$ cat src/rtl/core/apfd_pkg.sv
`default_nettype none

package apfd_pkg;

    // Frame parse phases, one-hot
    typedef enum logic [4:0] {
        PH_HUNT   = 5'b00001,
        PH_LEN_HI = 5'b00010,
        PH_LEN_LO = 5'b00100,
        PH_DATA   = 5'b01000,
        PH_CSUM   = 5'b10000
    } t_phase;

    // Registered input item handed from the input stage to the parser
    typedef struct packed {
        logic       vld;
        logic [7:0] data;
    } t_in_item;

    localparam logic [7:0] DELIM_RESET = 8'h7E;
    // Sum of running sum and checksum (9 bits, no wrap) must hit this
    localparam logic [8:0] CSUM_TARGET = 9'h0FF;

endpackage

`default_nettype wire

$ cat src/rtl/core/apfd_in_stage.sv
`default_nettype none

module apfd_in_stage (
    input  wire logic              i_clk,
    input  wire logic              i_rst_n,
    input  wire logic              i_valid,
    output logic                   o_stall,
    input  wire logic [7:0]        i_rx_byte,
    input  wire logic              i_take,
    output apfd_pkg::t_in_item     o_item
);
    import apfd_pkg::*;

    logic       r_vld;
    logic [7:0] r_data;
    logic       n_vld;

    // Hold the item until the parser takes it
    assign o_stall = r_vld && !i_take;

    always_comb begin
        n_vld = r_vld;
        if (!o_stall) begin
            n_vld = i_valid;
        end
    end

    always_ff @(posedge i_clk) begin
        if (!i_rst_n) begin
            r_vld <= 1'b0;
        end else begin
            r_vld <= n_vld;
        end
    end

    // Payload capture, no reset needed
    always_ff @(posedge i_clk) begin
        if (i_valid && !o_stall) begin
            r_data <= i_rx_byte;
        end
    end

    assign o_item.vld  = r_vld;
    assign o_item.data = r_data;

endmodule

`default_nettype wire

$ cat src/rtl/core/apfd_parse.sv
`default_nettype none

module apfd_parse (
    input  wire logic                i_clk,
    input  wire logic                i_rst_n,
    input  wire logic                i_cfg_wr_en,
    input  wire logic [7:0]          i_cfg_wr_data,
    input  wire apfd_pkg::t_in_item  i_item,
    output logic                     o_take,
    output logic                     o_valid,
    input  wire logic                i_stall,
    output logic [7:0]               o_out_byte,
    output logic [15:0]              o_byte_index,
    output logic                     o_frame_end,
    output logic                     o_checksum_good
);
    import apfd_pkg::*;

    logic [7:0]  r_delim;
    t_phase      r_phase,  n_phase;
    logic [15:0] r_frame_length, n_frame_length;
    logic [15:0] r_bytes_seen,   n_bytes_seen;
    logic [7:0]  r_running_sum,  n_running_sum;

    logic        r_out_valid;
    logic [7:0]  r_out_byte,  n_out_byte;
    logic [15:0] r_out_index, n_out_index;
    logic        r_out_end,   n_out_end;
    logic        r_out_good,  n_out_good;
    logic        has_result;
    logic [15:0] seen_inc;
    logic [8:0]  csum_total;

    // Take an item when the result register is empty or draining
    assign o_take = i_item.vld && (!r_out_valid || !i_stall);

    assign seen_inc   = r_bytes_seen + 16'd1;
    assign csum_total = {1'b0, r_running_sum} + {1'b0, i_item.data};

    // Per-byte state update and result build
    always_comb begin
        n_phase        = r_phase;
        n_frame_length = r_frame_length;
        n_bytes_seen   = r_bytes_seen;
        n_running_sum  = r_running_sum;
        has_result     = 1'b0;
        n_out_byte     = i_item.data;
        n_out_index    = r_bytes_seen;
        n_out_end      = 1'b0;
        n_out_good     = 1'b0;
        case (r_phase)
            PH_LEN_HI: begin
                n_frame_length = {i_item.data, 8'h00};
                n_phase        = PH_LEN_LO;
            end
            PH_LEN_LO: begin
                n_frame_length = {r_frame_length[15:8], i_item.data};
                n_bytes_seen   = 16'd0;
                n_running_sum  = 8'd0;
                n_phase = ({r_frame_length[15:8], i_item.data} == 16'd0) ? PH_CSUM : PH_DATA;
            end
            PH_DATA: begin
                has_result    = 1'b1;
                n_running_sum = r_running_sum + i_item.data;
                n_bytes_seen  = seen_inc;
                if (seen_inc == r_frame_length) begin
                    n_phase = PH_CSUM;
                end
            end
            PH_CSUM: begin
                has_result  = 1'b1;
                n_out_index = r_frame_length;
                n_out_end   = 1'b1;
                n_out_good  = (csum_total == CSUM_TARGET);
                n_phase     = PH_HUNT;
            end
            default: begin
                n_phase = (i_item.data == r_delim) ? PH_LEN_HI : PH_HUNT;
            end
        endcase
    end

    // Control state
    always_ff @(posedge i_clk) begin
        if (!i_rst_n) begin
            r_delim        <= DELIM_RESET;
            r_phase        <= PH_HUNT;
            r_frame_length <= 16'd0;
            r_bytes_seen   <= 16'd0;
            r_running_sum  <= 8'd0;
            r_out_valid    <= 1'b0;
        end else begin
            if (i_cfg_wr_en) begin
                r_delim <= i_cfg_wr_data;
            end
            if (o_take) begin
                r_phase        <= n_phase;
                r_frame_length <= n_frame_length;
                r_bytes_seen   <= n_bytes_seen;
                r_running_sum  <= n_running_sum;
                r_out_valid    <= has_result;
            end else if (!i_stall) begin
                r_out_valid <= 1'b0;
            end
        end
    end

    // Result payload
    always_ff @(posedge i_clk) begin
        if (o_take && has_result) begin
            r_out_byte  <= n_out_byte;
            r_out_index <= n_out_index;
            r_out_end   <= n_out_end;
            r_out_good  <= n_out_good;
        end
    end

    assign o_valid         = r_out_valid;
    assign o_out_byte      = r_out_byte;
    assign o_byte_index    = r_out_index;
    assign o_frame_end     = r_out_end;
    assign o_checksum_good = r_out_good;

    // Hunt and length bytes never leave a result behind
    a_no_result_hdr: assert property (@(posedge i_clk) disable iff (!i_rst_n)
        (o_take && (r_phase == PH_HUNT || r_phase == PH_LEN_HI || r_phase == PH_LEN_LO))
        |=> !r_out_valid)
        else $error("result produced for a header byte");

    // Data count stays below the frame length
    a_count_bound: assert property (@(posedge i_clk) disable iff (!i_rst_n)
        (r_phase == PH_DATA) |-> (r_bytes_seen < r_frame_length))
        else $error("data count reached frame length while in data phase");

    // A pending end-of-frame result means the parser is back to hunting
    a_end_hunt: assert property (@(posedge i_clk) disable iff (!i_rst_n)
        (r_out_valid && r_out_end) |-> (r_phase == PH_HUNT))
        else $error("end-of-frame pending outside hunt phase");

    // Data results carry the count seen before the byte
    a_data_index: assert property (@(posedge i_clk) disable iff (!i_rst_n)
        (o_take && r_phase == PH_DATA)
        |=> (r_out_valid && !r_out_end && r_out_index == $past(r_bytes_seen)))
        else $error("data result index mismatch");

endmodule

`default_nettype wire

$ cat src/rtl/core/api_frame_receive_deframer_unit.sv
`default_nettype none

// Channel   | Handshake            | Payload
// ----------+----------------------+-----------------------------------------------
// rx in     | i_valid / o_stall    | i_rx_byte[7:0]
// result    | o_valid / i_stall    | o_out_byte, o_byte_index, o_frame_end,
//           |                      | o_checksum_good
// config    | i_cfg_wr_en          | i_cfg_wr_data[7:0] (delimiter)
//
// One item per cycle sustained while i_stall stays low; an accepted byte is held
// in the input register and then in the result register, where its result sits.
// Hunt and length bytes update state only and yield no result.
// Reset (synchronous, active low) returns to hunting with delimiter 0x7E.
// o_stall rises only when an item waits and a result is held by i_stall.

module api_frame_receive_deframer_unit (
    input  wire logic        i_clk,
    input  wire logic        i_rst_n,
    input  wire logic        i_cfg_wr_en,
    input  wire logic [7:0]  i_cfg_wr_data,
    input  wire logic        i_valid,
    output logic             o_stall,
    input  wire logic [7:0]  i_rx_byte,
    output logic             o_valid,
    input  wire logic        i_stall,
    output logic [7:0]       o_out_byte,
    output logic [15:0]      o_byte_index,
    output logic             o_frame_end,
    output logic             o_checksum_good
);
    import apfd_pkg::*;

    t_in_item item;
    logic     take;

    // Input register
    apfd_in_stage u_in (
        .i_clk     (i_clk),
        .i_rst_n   (i_rst_n),
        .i_valid   (i_valid),
        .o_stall   (o_stall),
        .i_rx_byte (i_rx_byte),
        .i_take    (take),
        .o_item    (item)
    );

    // Frame parser and result register
    apfd_parse u_parse (
        .i_clk           (i_clk),
        .i_rst_n         (i_rst_n),
        .i_cfg_wr_en     (i_cfg_wr_en),
        .i_cfg_wr_data   (i_cfg_wr_data),
        .i_item          (item),
        .o_take          (take),
        .o_valid         (o_valid),
        .i_stall         (i_stall),
        .o_out_byte      (o_out_byte),
        .o_byte_index    (o_byte_index),
        .o_frame_end     (o_frame_end),
        .o_checksum_good (o_checksum_good)
    );

endmodule

`default_nettype wire
$ cat config.mk
export PLATFORM = sky130hd
export DESIGN_NAME = api_frame_receive_deframer_unit
export DESIGN_NICKNAME = d
export VERILOG_FILES = /design/src/rtl/core/apfd_pkg.sv /design/src/rtl/core/apfd_in_stage.sv /design/src/rtl/core/apfd_parse.sv /design/src/rtl/core/api_frame_receive_deframer_unit.sv
export SDC_FILE = /design/constraint.sdc
export NUM_CORES = 1
export LEC_CHECK = 0
export ABC_AREA = 1
export BUFFER_PORTS_ARGS = -buffer_cell sky130_fd_sc_hd__clkbuf_2
export CAP_MARGIN = 5
export CORE_ASPECT_RATIO = 1.4
export CORE_MARGIN = 2
export CORE_UTILIZATION = 50
export DETAILED_ROUTE_END_ITERATION = 7
export PLACE_DENSITY_LB_ADDON = 0.15
export SETUP_SLACK_MARGIN = 0.02
export SKIP_LAST_GASP = 1
export SLEW_MARGIN = 20
export SYNTH_ARGS = -nofsm -noshare
export SYNTH_HDL_FRONTEND = slang
export SYNTH_SLANG_ARGS = --single-unit
$ cat constraint.sdc
create_clock -name i_clk -period 3.49 [get_ports i_clk]
set_input_delay 0.698 -clock i_clk [delete_from_list [all_inputs] [get_ports i_clk]]
set_output_delay 0.698 -clock i_clk [all_outputs]
set_load 0.005 [all_outputs]
==> results.cfg <==
[run_status]
outcome = complete, no violations

[synthesis]
seq_area_frac_synth = 0.487
post_synth_cell_types = 28
netlist_top_cells_area = dfxtp_1, edfxtp_1, nand2_1
synth-seq-cells = 89
post_syn_nets = 597
synth_flop_cell = dfxtp_1
async_reset_ff_frac = 0
synth.most_common_cell = nand2_1
yosys.area.top_type_share = 0.253
post-synth-top-area-cell = dfxtp_1
syn-cell-area_mm2 = 0.00435
mean_instance_size_in_the_synthesized_netlist_um2 = 7.69
synth_enable_flop_cells = 34
ys_top_cells_by_count = nand2_1, inv_1, dfxtp_1
ys.warnings.count = 0
syn_inst = 566

[finish]
insertedDiodeCount = 0
register_area_mm2 = 0.00212
multi_input_comb_area_mm2 = 0.00196
final_net_count = 648
layout-drive-gt1-share = 0.132
area_delta_synth_final_pct = 16.5
fillers = 788

[clocking]
ctsHoldBuffers = 0
cts.repair.resized = 0
tritoncts.num_buffers = 9
max-clock-path-buffers = 2
clkTransAtPathRegs_ns = 0.06
htreeDepth = 3
clkSinkCount = 89
post_cts.repair.setup_buffers = 0
cts_tree = built
clock_latency_ns = 0.35
cts_root_buf = clkbuf_16

[global_routing]
first_pass_grt_wire_length_um = 17600
largest_net_degree_at_the_start_of_global_routing = 32
antenna_violations_before_repair = 0
grt_overflow = 0
number_of_global_route_vias_before_repair = 3552
grt.total_usage = 0.235

[timing]
tightest_slew_ns = 0.649
period_needed_ns = 2.35
timing.final.ws_setup_ns = 1.14
worst_slew_margin_rel = 0.566
final_hold_viol_count = 0
holdWs_ns = 0.470
final-max-slew-violation-count = 0
grt_setup_unrepaired = false
worst_clock_skew_ns = 0.00486
timing.final.crit_share = 0.675
report.final.setup_viol = 0
fmax_mhz = 425
totalNegativeSetupSlack_ns = 0

[die]
die-height_um = 114
core_area_mm2 = 0.00851
die_outline_area_mm2 = 0.00948
starting_density = 0.512
core.rowCount = 40
chipWidth_um = 82.9
ioPinCount = 49

[worst_setup_path]
crit_path_top_delay_cell = edfxtp_1
worstSetupStartpointType = register
cp.arrival_ns = 2.46
required_ns = 3.60
timing.critical_path.from = u_in.r_data[2]
critPathTopFamily = simple AND/OR/NAND/NOR gates
worst_path_largest_cell_delay_ns = 0.56
path_class = register to register
worst_path_most_repeated_cell = nand2_1
setup.reg_to_reg.worst_slack_ns = 1.14
timing.critical_path.buf_inv = 0
crit_path_max_fanout = 6
timing.reg2reg.worst_path_depth = 12
critical_path.reg2reg.endpoint = u_parse.o_checksum_good
crit_chain = ha_1 > nand3_1 > nand2_1 > nand2_1 > nand2_1 > nand2_1 > a21boi_0 > o21ai_0 > nand2_1 > nand2_1 > nand2_1 > nor2_1
worstReg2RegStart = u_in.r_data[2]
timing.critical_path.to_type = register

[worst_hold_path]
worst_hold_startpoint = u_parse.r_phase[1]
worstHoldPathCells = 2
hp-class = register to register
timing.hold.worst_endpoint = u_parse.r_phase[1]

[run]
maxCapViolCount = 0

[power]
design_power_total_uw = 2300
ir_drop_mv = 0.299
powerDensity_mw_per_mm2 = 454
static-leakage-power_uw = 0.00206

[route]
num_vias = 3878
drt.antenna.violating_nets = 0
wl_um = 10600
wl_per_cell_um = 14.6
drt-initial-drc-count = 253
firstDrtPassIters = 5
post-route-drc-count = 0
via_density_per_instance = 5.33

[place]
io_buffer_count = 48
gpl.final_weighted_congestion = 0.878
post-place-ws_ns = 1.15
dp_hpwl_um = 7600
[layout make-up]
type,count,area share
timing repair buffer,55,0.0577
clock inverter,5,0.0200
tap,105,0.0259
inverter,59,0.0437
sequential,89,0.418
clock buffer,11,0.0479
multi-input combinational,403,0.386
[cell usage in the layout (no fill, tap or decap), types with 7 or more instances in the layout]
cell and count:
nor4_1 9, clkbuf_16 9, clkbuf_2 48, edfxtp_1 34
buf_4 7, nand2_1 180, nor2_1 33, nand4_1 7
nand3_1 51, xor2_1 11, dfxtp_1 55, o21ai_0 30
inv_1 58, a21oi_1 48, ha_1 9
[tightest hold or removal path, delay by kind of cell, from the launching register on]
kind	cells	cell delay, ns
and+or+nand+nor	1	0.06
DFF	1	0.31
AOI/OAI and AO/OA	1	0.05
[where the power goes]
part	switching [uW]	total, uW	leakage [uW]	internal [uW]
Combinational	43.7	71.9	0.00113	28.2
Sequential	20.0	1110	0.000758	1090
Clock	404	1120	0.000170	719
Total	467	2300	0.00206	1840
[flip-flops by register name (all words and copies together) (netlist names)]
name and flops:
u_parse.o_checksum_good 1, u_parse.r_frame_length 16, u_parse.o_byte_index 16, u_parse.r_phase 5, u_parse.o_valid 1, u_parse.o_frame_end 1, u_in.r_data 8, u_parse.o_out_byte 8
u_parse.r_running_sum 8, u_in.r_vld 1, u_parse.r_bytes_seen 16, u_parse.r_delim 8
[per-stage QoR]
step	std cells	cell area, um2	util
floorplan	566	4350	-
global placement	711	4730	0.556
detailed placement	711	4730	0.556
CTS	727	5070	0.596
global route	727	5070	0.596
finish	727	5070	0.596
[how the worst max path moves through the flow]
| stage | to | slack, ns | cells past startpoint |
|---|---|---|---|
| detailed placement | u_parse.o_checksum_good | 1.15 | 11 |
| global route | u_parse.r_running_sum[7] | 0.88 | 12 |
| global placement | u_parse.o_checksum_good | 1.23 | 11 |
| finish | u_parse.o_checksum_good | 1.14 | 12 |
| floorplan | u_parse.o_byte_index[0] | 0.79 | 5 |
| CTS | u_parse.o_checksum_good | 1.15 | 11 |
[cells by family (layout without fill, tap and decap cells)]
family	after synthesis	in the layout	synth area share
XOR/XNOR	14	14	0.0282
adder cells (fa/ha/maj)	10	10	0.0305
AO/OA/AOI/OAI	82	82	0.0954
buffers and inverters	74	130	0.0644
AND/OR/NAND/NOR	297	297	0.294
flip-flops	89	89	0.487
[layer usage]
| layer | share of wire | vias to the layer above | routed length, um | track usage |
|---|---|---|---|---|
| met5 | 0 | - | 0 | 0 |
| met4 | 0.038 | 0 | 403 | 0.120 |
| met3 | 0.046 | 29 | 483 | 0.0397 |
| met2 | 0.51 | 104 | 5440 | 0.419 |
| met1 | 0.40 | 1790 | 4260 | 0.271 |
| li1 | - | 1955 | - | - |
No activity file was read; power rests on OpenSTA's default activity.
